**src/rtl/pps_pkg.sv**
```systemverilog
`default_nettype none
// ----------------------------------------------------------------------------
// pps_pkg - preemptive priority scheduler shared definitions
// Table sizing, field widths, request kind codes and controller interface.
// ----------------------------------------------------------------------------
package pps_pkg;

  localparam int MAX_TASKS = 16;
  localparam int TIME_BITS = 16;

  localparam int IDX_W   = $clog2(MAX_TASKS);
  localparam int CNT_W   = $clog2(MAX_TASKS + 1);
  localparam int TCNT_W  = 5;
  localparam int BYTE_W  = 8;
  localparam int SLOT_W  = 4;
  localparam int TOUT_W  = 16;

  localparam logic [TCNT_W-1:0]    TASK_CNT_RST = TCNT_W'(16);
  localparam logic [TIME_BITS-1:0] TIME_MAX     = '1;

  localparam logic KIND_LOAD = 1'b0;
  localparam logic KIND_STEP = 1'b1;

  typedef struct packed {
    logic load;
    logic scan_start;
    logic scan_step;
    logic commit;
  } pps_cmd_t;

  typedef struct packed {
    logic scan_end;
  } pps_sts_t;

endpackage
`default_nettype wire

```
**src/rtl/pps_ctrl.sv**
```systemverilog
`default_nettype none
// ----------------------------------------------------------------------------
// pps_ctrl - scheduler controller
// Accepts requests, sequences the slot scan, commit and result hand-off.
// ----------------------------------------------------------------------------
module pps_ctrl
  import pps_pkg::*;
(
  input  wire logic     clk_i,
  input  wire logic     rst_ni,
  input  wire logic     in_valid_i,
  input  wire logic     kind_i,
  output logic          in_ready_o,
  output logic          out_valid_o,
  input  wire logic     out_ready_i,
  input  wire pps_sts_t sts_i,
  output pps_cmd_t      cmd_o
);

  localparam logic [1:0] S_IDLE   = 2'd0;
  localparam logic [1:0] S_SCAN   = 2'd1;
  localparam logic [1:0] S_COMMIT = 2'd2;
  localparam logic [1:0] S_OUT    = 2'd3;

  logic [1:0] state_q, state_d;
  logic       accept;

  assign in_ready_o  = (state_q == S_IDLE);
  assign out_valid_o = (state_q == S_OUT);
  assign accept      = in_valid_i && in_ready_o;

  always_comb begin
    state_d          = state_q;
    cmd_o            = '0;
    case (state_q)
      S_IDLE: begin
        if (accept) begin
          if (kind_i == KIND_STEP) begin
            cmd_o.scan_start = 1'b1;
            state_d          = S_SCAN;
          end else begin
            cmd_o.load = 1'b1;
          end
        end
      end
      S_SCAN: begin
        if (sts_i.scan_end) begin
          state_d = S_COMMIT;
        end else begin
          cmd_o.scan_step = 1'b1;
        end
      end
      S_COMMIT: begin
        cmd_o.commit = 1'b1;
        state_d      = S_OUT;
      end
      S_OUT: begin
        if (out_ready_i) begin
          state_d = S_IDLE;
        end
      end
      default: state_d = S_IDLE;
    endcase
  end

  always_ff @(posedge clk_i or negedge rst_ni) begin
    if (!rst_ni) begin
      state_q <= S_IDLE;
    end else begin
      state_q <= state_d;
    end
  end

endmodule
`default_nettype wire

```
**src/rtl/pps_datapath.sv**
```systemverilog
`default_nettype none
// ----------------------------------------------------------------------------
// pps_datapath - scheduler task table and selection datapath
// Holds the task table and time, scans one slot per cycle, commits one unit.
// ----------------------------------------------------------------------------
module pps_datapath
  import pps_pkg::*;
(
  input  wire logic              clk_i,
  input  wire logic              rst_ni,
  input  wire logic              cfg_we_i,
  input  wire logic [TCNT_W-1:0] cfg_wdata_i,
  input  wire pps_cmd_t          cmd_i,
  output pps_sts_t               sts_o,
  input  wire logic [SLOT_W-1:0] slot_i,
  input  wire logic [BYTE_W-1:0] arrival_time_i,
  input  wire logic [BYTE_W-1:0] priority_req_i,
  input  wire logic [BYTE_W-1:0] burst_i,
  input  wire logic [BYTE_W-1:0] process_id_i,
  output logic [BYTE_W-1:0]      ran_id_o,
  output logic [SLOT_W-1:0]      ran_slot_o,
  output logic [TOUT_W-1:0]      time_now_o,
  output logic                   finished_o,
  output logic                   was_idle_o,
  output logic                   all_done_o
);

  logic [BYTE_W-1:0] arr_tab_q [MAX_TASKS];
  logic [BYTE_W-1:0] pri_tab_q [MAX_TASKS];
  logic [BYTE_W-1:0] id_tab_q  [MAX_TASKS];
  logic [BYTE_W-1:0] rem_q     [MAX_TASKS];

  logic [TCNT_W-1:0]    task_cnt_q;
  logic [TIME_BITS-1:0] cur_time_q, cur_time_d;
  logic [CNT_W-1:0]     idx_q;
  logic [CNT_W-1:0]     n_used;

  logic              best_vld_q;
  logic [IDX_W-1:0]  best_slot_q;
  logic [BYTE_W-1:0] best_pri_q, best_arr_q, best_rem_q;
  logic              pend_q;
  logic [IDX_W-1:0]  early_slot_q;
  logic [BYTE_W-1:0] early_pri_q, early_arr_q, early_rem_q;

  logic [IDX_W-1:0]  idx;
  logic [BYTE_W-1:0] s_arr, s_pri, s_rem;
  logic              s_valid, s_ready, upd_best, upd_early;
  logic              load_ok;

  logic [IDX_W-1:0]     sel_slot;
  logic [BYTE_W-1:0]    sel_rem, sel_rem_dec;
  logic [TIME_BITS-1:0] base_time;
  logic                 have_sel;

  assign n_used = (int'(task_cnt_q) > MAX_TASKS) ? CNT_W'(MAX_TASKS) : CNT_W'(task_cnt_q);
  assign sts_o.scan_end = (idx_q >= n_used);

  assign idx   = idx_q[IDX_W-1:0];
  assign s_arr = arr_tab_q[idx];
  assign s_pri = pri_tab_q[idx];
  assign s_rem = rem_q[idx];

  assign s_valid = (s_rem != '0);
  assign s_ready = s_valid && (TIME_BITS'(s_arr) <= cur_time_q);

  assign upd_best = s_ready && (!best_vld_q || (s_pri > best_pri_q) ||
                    ((s_pri == best_pri_q) && (s_arr < best_arr_q)));
  // fallback candidate: earliest pending arrival, highest priority, lowest slot
  assign upd_early = s_valid && (!pend_q || (s_arr < early_arr_q) ||
                     ((s_arr == early_arr_q) && (s_pri > early_pri_q)));

  assign have_sel    = best_vld_q || pend_q;
  assign sel_slot    = best_vld_q ? best_slot_q : early_slot_q;
  assign sel_rem     = best_vld_q ? best_rem_q : early_rem_q;
  assign sel_rem_dec = sel_rem - BYTE_W'(1);
  assign base_time   = best_vld_q ? cur_time_q : TIME_BITS'(early_arr_q);
  assign cur_time_d  = (base_time < TIME_MAX) ? base_time + TIME_BITS'(1) : base_time;

  assign load_ok = (int'(slot_i) < MAX_TASKS);

  always_ff @(posedge clk_i) begin
    if (cmd_i.load && load_ok) begin
      arr_tab_q[IDX_W'(slot_i)] <= arrival_time_i;
      pri_tab_q[IDX_W'(slot_i)] <= priority_req_i;
      id_tab_q[IDX_W'(slot_i)]  <= process_id_i;
    end
  end

  always_ff @(posedge clk_i or negedge rst_ni) begin
    if (!rst_ni) begin
      for (int i = 0; i < MAX_TASKS; i++) begin
        rem_q[i] <= '0;
      end
    end else if (cmd_i.load && load_ok) begin
      rem_q[IDX_W'(slot_i)] <= burst_i;
    end else if (cmd_i.commit && have_sel) begin
      rem_q[sel_slot] <= sel_rem_dec;
    end
  end

  always_ff @(posedge clk_i or negedge rst_ni) begin
    if (!rst_ni) begin
      task_cnt_q <= TASK_CNT_RST;
      cur_time_q <= '0;
      idx_q      <= '0;
      best_vld_q <= 1'b0;
      pend_q     <= 1'b0;
    end else begin
      if (cfg_we_i) begin
        task_cnt_q <= cfg_wdata_i;
      end
      if (cmd_i.scan_start) begin
        idx_q      <= '0;
        best_vld_q <= 1'b0;
        pend_q     <= 1'b0;
      end else if (cmd_i.scan_step) begin
        idx_q <= idx_q + CNT_W'(1);
        if (upd_best) begin
          best_vld_q <= 1'b1;
        end
        if (upd_early) begin
          pend_q <= 1'b1;
        end
      end
      if (cmd_i.commit && have_sel) begin
        cur_time_q <= cur_time_d;
      end
    end
  end

  always_ff @(posedge clk_i) begin
    if (cmd_i.scan_step) begin
      if (upd_best) begin
        best_slot_q <= idx;
        best_pri_q  <= s_pri;
        best_arr_q  <= s_arr;
        best_rem_q  <= s_rem;
      end
      if (upd_early) begin
        early_slot_q <= idx;
        early_pri_q  <= s_pri;
        early_arr_q  <= s_arr;
        early_rem_q  <= s_rem;
      end
    end
    if (cmd_i.commit) begin
      if (have_sel) begin
        ran_id_o   <= id_tab_q[sel_slot];
        ran_slot_o <= SLOT_W'(sel_slot);
        time_now_o <= TOUT_W'(cur_time_d);
        finished_o <= (sel_rem_dec == '0);
        was_idle_o <= !best_vld_q;
        all_done_o <= 1'b0;
      end else begin
        ran_id_o   <= '0;
        ran_slot_o <= '0;
        time_now_o <= '0;
        finished_o <= 1'b0;
        was_idle_o <= 1'b0;
        all_done_o <= 1'b1;
      end
    end
  end

endmodule
`default_nettype wire

```
**src/rtl/preemptive_priority_scheduler.sv**
```systemverilog
`default_nettype none
// ----------------------------------------------------------------------------
// preemptive_priority_scheduler - top level
// Input requests either load one task slot or run one time unit. A run
// request returns one result: the task that ran, the time after the unit,
// its finished flag, an idle-jump flag, or all_done when no work remains.
// Load requests are written into the table on acceptance and return nothing.
// A run request steps through S_SCAN once per slot in use, leaves it on
// seeing the end of the scan and passes S_COMMIT, which registers the
// result shown in S_OUT. One request is in flight at a time; in_ready_o
// is high only while idle, so a new request is taken only after the last
// result has been accepted; the single slot comparator scans the slots
// one after another.
// The result is held on the output ports until out_ready_i accepts it; a
// stalled receiver holds off the next request.
// cfg_we_i writes task_count at once and may be used only while idle.
// Reset: task bursts and time clear to zero, task_count returns to 16; the
// other table fields are undefined until a load writes them.
// ----------------------------------------------------------------------------
module preemptive_priority_scheduler
  import pps_pkg::*;
(
  input  wire logic              clk_i,
  input  wire logic              rst_ni,
  input  wire logic              cfg_we_i,
  input  wire logic [TCNT_W-1:0] cfg_wdata_i,
  input  wire logic              in_valid_i,
  output logic                   in_ready_o,
  input  wire logic              kind_i,
  input  wire logic [SLOT_W-1:0] slot_i,
  input  wire logic [BYTE_W-1:0] arrival_time_i,
  input  wire logic [BYTE_W-1:0] priority_req_i,
  input  wire logic [BYTE_W-1:0] burst_i,
  input  wire logic [BYTE_W-1:0] process_id_i,
  output logic                   out_valid_o,
  input  wire logic              out_ready_i,
  output logic [BYTE_W-1:0]      ran_id_o,
  output logic [SLOT_W-1:0]      ran_slot_o,
  output logic [TOUT_W-1:0]      time_now_o,
  output logic                   finished_o,
  output logic                   was_idle_o,
  output logic                   all_done_o
);

  pps_cmd_t cmd;
  pps_sts_t sts;

  pps_ctrl u_ctrl (
    .clk_i       (clk_i),
    .rst_ni      (rst_ni),
    .in_valid_i  (in_valid_i),
    .kind_i      (kind_i),
    .in_ready_o  (in_ready_o),
    .out_valid_o (out_valid_o),
    .out_ready_i (out_ready_i),
    .sts_i       (sts),
    .cmd_o       (cmd)
  );

  pps_datapath u_datapath (
    .clk_i          (clk_i),
    .rst_ni         (rst_ni),
    .cfg_we_i       (cfg_we_i),
    .cfg_wdata_i    (cfg_wdata_i),
    .cmd_i          (cmd),
    .sts_o          (sts),
    .slot_i         (slot_i),
    .arrival_time_i (arrival_time_i),
    .priority_req_i (priority_req_i),
    .burst_i        (burst_i),
    .process_id_i   (process_id_i),
    .ran_id_o       (ran_id_o),
    .ran_slot_o     (ran_slot_o),
    .time_now_o     (time_now_o),
    .finished_o     (finished_o),
    .was_idle_o     (was_idle_o),
    .all_done_o     (all_done_o)
  );

  a_ready_excl_valid: assert property (@(posedge clk_i) disable iff (!rst_ni)
    !(in_ready_o && out_valid_o))
    else $error("input ready while a result is pending");

  a_done_fields_zero: assert property (@(posedge clk_i) disable iff (!rst_ni)
    (out_valid_o && all_done_o) |-> (ran_id_o == '0 && ran_slot_o == '0 &&
      time_now_o == '0 && !finished_o && !was_idle_o))
    else $error("all_done result carries nonzero fields");

  a_run_result_delay: assert property (@(posedge clk_i) disable iff (!rst_ni)
    (in_valid_i && in_ready_o && kind_i == KIND_STEP) |=> !out_valid_o)
    else $error("result shown before scan completed");

endmodule
`default_nettype wire
```
**config.mk**
```make
export PLATFORM = sky130hd
export DESIGN_NAME = preemptive_priority_scheduler
export DESIGN_NICKNAME = d
export VERILOG_FILES = /design/src/rtl/pps_pkg.sv /design/src/rtl/pps_ctrl.sv /design/src/rtl/pps_datapath.sv /design/src/rtl/preemptive_priority_scheduler.sv
export SDC_FILE = /design/constraint.sdc
export NUM_CORES = 1
export LEC_CHECK = 0
export BUFFER_PORTS_ARGS = -buffer_cell sky130_fd_sc_hd__buf_4
export CORE_UTILIZATION = 25
export CTS_BUF_LIST = sky130_fd_sc_hd__clkbuf_4
export DETAILED_ROUTE_END_ITERATION = 10
export PLACE_DENSITY = 0.47
export SETUP_SLACK_MARGIN = 0.4
export SLEW_MARGIN = 0
export SYNTH_ARGS = -nofsm -noshare
export SYNTH_HDL_FRONTEND = slang
export SYNTH_HIERARCHICAL = 1
export SYNTH_SLANG_ARGS = --single-unit
```
**constraint.sdc**
```tcl
create_clock -name clk_i -period 6.25 [get_ports clk_i]
set_clock_uncertainty 0.1 [all_clocks]
set_input_delay 0.3125 -clock clk_i [delete_from_list [all_inputs] [get_ports clk_i]]
set_output_delay 0.3125 -clock clk_i [all_outputs]
set_load 0.005 [all_outputs]
```
# After elaboration in Yosys (flattened, before gate mapping)
# Memories as Yosys holds them, arrays and structs flattened. A register that Yosys moved wholly into a read port is not among the register bits.
# Index checks and enable logic that the tools add are counted.
# word_totals
ff_bits	237
mem_bits_rw	384
input_bits	47
out_inout_bits	33
word_cells	134
mem_count	3
# memory_table
memory	words	word_bits	rd	rd_ports_with_merged_regs	wr	line_no	rtl
u_datapath.arr_tab_q	16	8	1	0	1	pps_datapath.sv:28	logic [BYTE_W-1:0] arr_tab_q [MAX_TASKS];
u_datapath.id_tab_q	16	8	1	1	1	pps_datapath.sv:30	logic [BYTE_W-1:0] id_tab_q [MAX_TASKS];
u_datapath.pri_tab_q	16	8	1	0	1	pps_datapath.sv:29	logic [BYTE_W-1:0] pri_tab_q [MAX_TASKS];
# classes
add_sub_neg	3
magnitude_cmp	13
eq_ne	9
muxes	39
bitwise	3
n_reduce_logical	29
# ops
op	n
bitwise mux 128 bit	2
two-way mux 128 bit	2
demux 8 bit (select 4 bit)	2
two-way mux 8 bit	5
binary-select mux 8 bit (select 4 bit)	1
two-way mux 16 bit	2
adder 16 x 1 -> 16 bit, second input constant	1
== test 8 bit	2
greater-than comparator 8 bit	2
<= comparator 8 x 16 -> 1 bit	1
less-than comparator 16 bit, second input constant	1
less-than comparator 8 bit	2
greater-or-equal comparator 5 bit, second input constant	3
two-way mux 5 bit	3
inverter 4 -> 5 bit	3
two-way mux 1 bit	14
two-way mux 2 bit	6
less-than comparator 5 x 1 -> 1 bit, second input constant	2
logical AND 1 bit	9
zero test 8 bit	1
case mux 2 bit (4 select lines)	1
AND reduction 2 bit	4
nonzero test 2 bit	4
nonzero test 8 bit	1
other kinds (13)	22

# Logic depth before layout (Yosys ltp)
# logic_depth
depth_word	10
ltp_mapped	18
mapped_depth_nobuf	12

# By module
# Netlist, hierarchy kept.
# by_module_without_submodules
mod	n_inst	cells_each	area_per_inst_um2	seq_area_each_um2
pps_datapath	1	2080	27895.5	18048.6
pps_ctrl	1	19	214.0	50.0

# Worst setup path after synthesis
# No wires, ideal clock.
# synth_timing
path_type	register -> register
startpoint	reg u_datapath.idx_q[0]
endpoint	reg u_datapath.early_arr_q[0] (enable)
setup_time_ps	430
arrival_time_ps	4998
t_required_ps	5720
slack_ps	722
stages_incl_launch_ff	16
n_path_buf	5
synth_period_minus_slack_ps	5528
cell_sequence	dfrtp_1 buf_6 buf_12 buf_8 buf_2 buf_2 mux4_2 mux4_2 ha_1 nor2b_1 o21a_1 o21ai_0 a21oi_1 nor3_1 o21bai_1 a31oi_1
# synth_between
word_cells_on_any_way	18
classes_between	order compare: 3; eq/ne: 1; mux: 5; bitwise: 1; reduce/logical: 6; memory: 2
# synth_rtl
item	line_no	rtl
start: declaration	pps_datapath.sv:35	logic [CNT_W-1:0] idx_q;
start signal: assignment	pps_datapath.sv:117	idx_q <= idx_q + CNT_W'(1);
memory (16 x 8 bit) *	--	
net u_datapath.s_arr[1]	pps_datapath.sv:46	logic [BYTE_W-1:0] s_arr, s_pri, s_rem;
less-than comparator 8 bit / == test 8 bit (equally long branches)	pps_datapath.sv:69, pps_datapath.sv:70	
logical OR 1 bit / logical AND 1 bit (equally long branches)	pps_datapath.sv:69, pps_datapath.sv:70	
logical OR 1 bit *	pps_datapath.sv:69	assign upd_early = s_valid && (!pend_q || (s_arr < early_arr_q) ||
logical AND 1 bit *	pps_datapath.sv:69	
AND reduction 2 bit (no source line) *	--	
end signal: assignment	pps_datapath.sv:142	early_arr_q <= s_arr;
end: declaration	pps_datapath.sv:43	logic [BYTE_W-1:0] early_pri_q, early_arr_q, early_rem_q;
# Mark *: on every way through the listed nets, which the timed path passes. The rest lies on a longest branch. The select of a mux whose other input is x is not followed.
# A chain may end at the register's enable or synchronous reset.

==> tab_implementation.tex <==
\begin{tabular}{lr}
\hline
Metric & Value \\
\hline
\multicolumn{2}{l}{\textbf{Timing}} \\
Final setup violation count & 0 \\
Number of slew-limit violations in the final report & 0 \\
Final Hold Viols & 0 \\
Setup repair after global routing missed its margin & no \\
Share of the cycle needed by the critical path after routing & 0.7843 \\
Headroom to the max-slew limit & 0.2750 \\
Highest clock frequency the design can meet & 0.2040 GHz \\
Slew at the pin closest to its max-slew limit & 1087 ps \\
Shortest period the worst path allows & 4902 ps \\
Worst setup slack after layout & 1348 ps \\
Fin Setup TNS & 0 ps \\
\multicolumn{2}{l}{\textbf{Setup path}} \\
Maximum cell stage delay along the critical path & 680 ps \\
Data required time of the worst path & 7080 ps \\
Endpoint class of the critical path & flop \\
Cell repeated most along the worst path & dlygate4sd3\_1 \\
CP max FO & 32 \\
CP max-delay cell & nor2\_1 \\
Worst-path cell chain & inv\_1 > ha\_1 > nand2\_1 > nor2\_1 > nand3\_1 > nor3\_2 > buf\_4 > a21oi\_1 > dlygate4sd3\_1 > o21ai\_0 > dlygate4sd3\_1 \\
Type of element launching the critical path & flop \\
Arr. time, crit path & 5730 ps \\
Worst setup path class & reg -> reg \\
\multicolumn{2}{l}{\textbf{Synthesis}} \\
Number of standard cells after synthesis & 2099 \\
Post-synth top cells & 471 x edfxtp\_1, 325 x nand2\_1, 157 x dfrtp\_1 \\
Combined area of all synthesized cells & 28110 um2 \\
Synth top area share & 0.5032 \\
Share of synthesized registers carrying an async set or reset & 0.2512 \\
Post-synthesis area per instance & 13.39 um2 \\
Cell accounting for the most synthesized area & edfxtp\_1 \\
Synthesized Nets & 2199 \\
Count of yosys warnings during synthesis & 6 \\
Predominant post-synthesis flop cell & edfxtp\_1 \\
Number of enable flip-flop cells after synthesis & 471 \\
Register bit total from synthesis & 629 \\
Sequential element share of the synthesized area & 0.6439 \\
Cell with the most instances after synthesis & edfxtp\_1 \\
Leading cell types by total area after synthesis & edfxtp\_1 50\%, dfrtp\_1 14\%, mux4\_2 7.5\% \\
Yosys cell types & 81 \\
\multicolumn{2}{l}{\textbf{Final layout}} \\
Total Nets Final & 2469 \\
Synth-to-Final Area Change & 19.94\% \\
Layout cells sized above 1 & 0.2225 \\
Design area & 33710 um2 \\
\multicolumn{2}{l}{\textbf{Detailed routing}} \\
Routed wire per std cell & 21.21 um \\
Vias & 18.90k \\
Final wirelength & 84490 um \\
First drt pass iteration count & 5 \\
Initial drt markers & 1346 \\
Remaining antenna violation count & 0 \\
Count of unresolved DRC violations after routing & 0 \\
Via density per instance & 4.744 \\
\multicolumn{2}{l}{\textbf{Clocking}} \\
TritonCTS clock tree & built \\
Sink count of the clock tree & 629 \\
Setup fix buffers added after clock tree synthesis & 0 \\
H-tree levels & 4 \\
Insertion delay of the later-clocked pin in the worst-skew pair & 1000 ps \\
Clock transition at the registers of the reported paths & 60 ps \\
Number of clock buffers inserted by TritonCTS & 169 \\
Clock tree buffer depth & 3 \\
Root Driver & clkbuf\_4 \\
\multicolumn{2}{l}{\textbf{Placement}} \\
Cell area reported after detailed placement & 30600 um2 \\
Post-Place Worst Slack & 1343 ps \\
DP Wirelength & 51830 um \\
Final RePlAce weighted congestion & 0.8414 \\
Quantity of I/O buffers inserted on ports & 79 \\
\multicolumn{2}{l}{\textbf{Floorplanning}} \\
Core Footprint & 111100 um2 \\
Total die area & 113800 um2 \\
Die boundary width & 337.3 um \\
Placement row count & 122 \\
Height of the chip & 337.3 um \\
Initial Utilization & 0.2529 \\
I/O Pins & 80 \\
\multicolumn{2}{l}{\textbf{Run}} \\
Maximum Capacitance Violations & 0 \\
\multicolumn{2}{l}{\textbf{Global routing}} \\
Largest net degree at the start of global routing & 88 \\
GRT Overall Usage & 0.1498 \\
Vias in the first global route & 19.55k \\
Antenna violations before repair & 8 \\
Grt ovf & 0 \\
Global-route wire length before repair & 126200 um \\
\multicolumn{2}{l}{\textbf{Pwr}} \\
Total power draw & 15700 uW \\
VDD IR-drop max & 234.2 uV \\
Cell leakage power & 0.01214 uW \\
Pwr dens & 465.6 nW/um2 \\
\multicolumn{2}{l}{\textbf{Outcome}} \\
Result of the run & finished, final reports clean \\
\multicolumn{2}{l}{\textbf{Worst hold path}} \\
Min-Delay Path Class & in -> reg \\
\hline
\end{tabular}
-- logic make-up after synthesis --
family,share of synthesized area
compound gates,0.09824
xor+xnor,0.008636
fa+ha+maj,0.02359
buf+inv,0.02666
flops,0.6439
mux,0.1021
simple gates,0.09695
-- path summary, 6_finish.rpt --
kind	slack [ps]	cells after the start	startpoint	to
worst min register to register	380	2	u_datapath/rem_q[56]	u_datapath/rem_q[56]
worst max-delay path	1350	11	u_ctrl/state_q[0]	u_datapath/rem_q[54]
worst max register to register	1350	11	u_ctrl/state_q[0]	u_datapath/rem_q[54]
min in group asynchronous	360	3	rst_ni	u_datapath/task_cnt_q[4]
max in group asynchronous	4710	4	rst_ni	u_datapath/rem_q[116]
worst min-delay path	150	2	arrival_time_i[1]	u_datapath/arr_tab_q[4][1]
-- report_power, final --
part	leakage [uW]	internal, uW	switching (uW)
Clock	0.00126	1900	1750
Sequential	0.00628	5400	616
Combinational	0.00460	2330	3700
Total	0.0121	9630	6070
-- per-stage QoR --
| step | cells | util | hold WS (ps) |
|---|---|---|---|
| final | 3983 | 0.3034 | 149.2 |
| after global routing | 3983 | 0.3034 | 38.70 |
| after CTS | 3978 | 0.3033 | 7.034 |
| after detailed placement | 3591 | 0.2754 | 368.9 |
| after global placement | 3591 | 0.2754 | 358.4 |
| after floorplan | 2099 | - | -83.09 |
-- registers in the layout, summed over array words and instances (netlist names), 5 cells and up --
signal                  flops
u_datapath/best_pri_q       8
u_datapath/best_rem_q       8
u_datapath/early_arr_q      8
u_datapath/early_pri_q      8
u_datapath/time_now_o      16
u_datapath/early_rem_q      8
u_datapath/rem_q          128
u_datapath/task_cnt_q       5
u_datapath/pri_tab_q      128
u_datapath/ran_id_o         8
u_datapath/id_tab_q       128
u_datapath/arr_tab_q      128
u_datapath/idx_q            5
u_datapath/best_arr_q       8
u_datapath/cur_time_q      16
-- critical path: cells and delay by family, from the launching register on --
kind	cells	cell delay [ps]
flops	1	400
fa+ha+maj	1	340
buf+inv	4	1870
simple gates	4	1750
compound gates	2	340
-- layout make-up --
class	instances	area [um2]
Timing Repair Buffer	221	1931
Inverter	49	183.9
Antenna cell	5	12.51
Tap cell	1488	1862
Sequential cell	629	18110
Clock inverter	52	331.6
Fill cell	11303	77410
Clock buffer	240	1802
Multi-Input combinational cell	1299	9482
-- routing by layer --
| metal | vias to the layer above | part of all wire | wire length [um] | global-route usage |
|---|---|---|---|---|
| met5 | - | 0.00052 | 44 | 0 |
| met4 | 6 | 0.014 | 1204 | 0.04729 |
| met3 | 113 | 0.061 | 5196 | 0.03648 |
| met2 | 634 | 0.48 | 40640 | 0.2412 |
| met1 | 9600 | 0.44 | 37410 | 0.1975 |
| li1 | 8543 | - | - | - |
-- cell usage in the layout (no fill, tap or decap), types with 5 or more instances in the layout --
cell type / count
a21oi_1: 93
nor3_1: 14
a22oi_1: 64
a2bb2oi_2: 9
a211oi_1: 20
nand3_1: 25
o21ai_1: 37
edfxtp_1: 471
dfrtp_1: 152
nand2b_1: 10
mux2_2: 7
nor2_4: 13
o21ai_0: 133
a2bb2oi_1: 7
xnor2_1: 16
nor2b_1: 12
o22ai_1: 8
mux4_2: 93
mux2i_1: 54
ha_1: 52
clkinv_1: 34
a311oi_1: 16
inv_1: 48
a31oi_1: 21
xor2_1: 6
buf_4: 124
and2_1: 12
nand4_1: 13
and3_1: 33
clkbuf_4: 240
inv_6: 5
diode_2: 5
dlygate4sd3_1: 94
nor2_1: 124
nand2_1: 325
-- timing repair --
action,CTS,global route
hold buffers,95,0
resized for setup,0,0
endpoints found under the hold margin,781,0
Note: power is estimated with default switching activity, not from simulation.
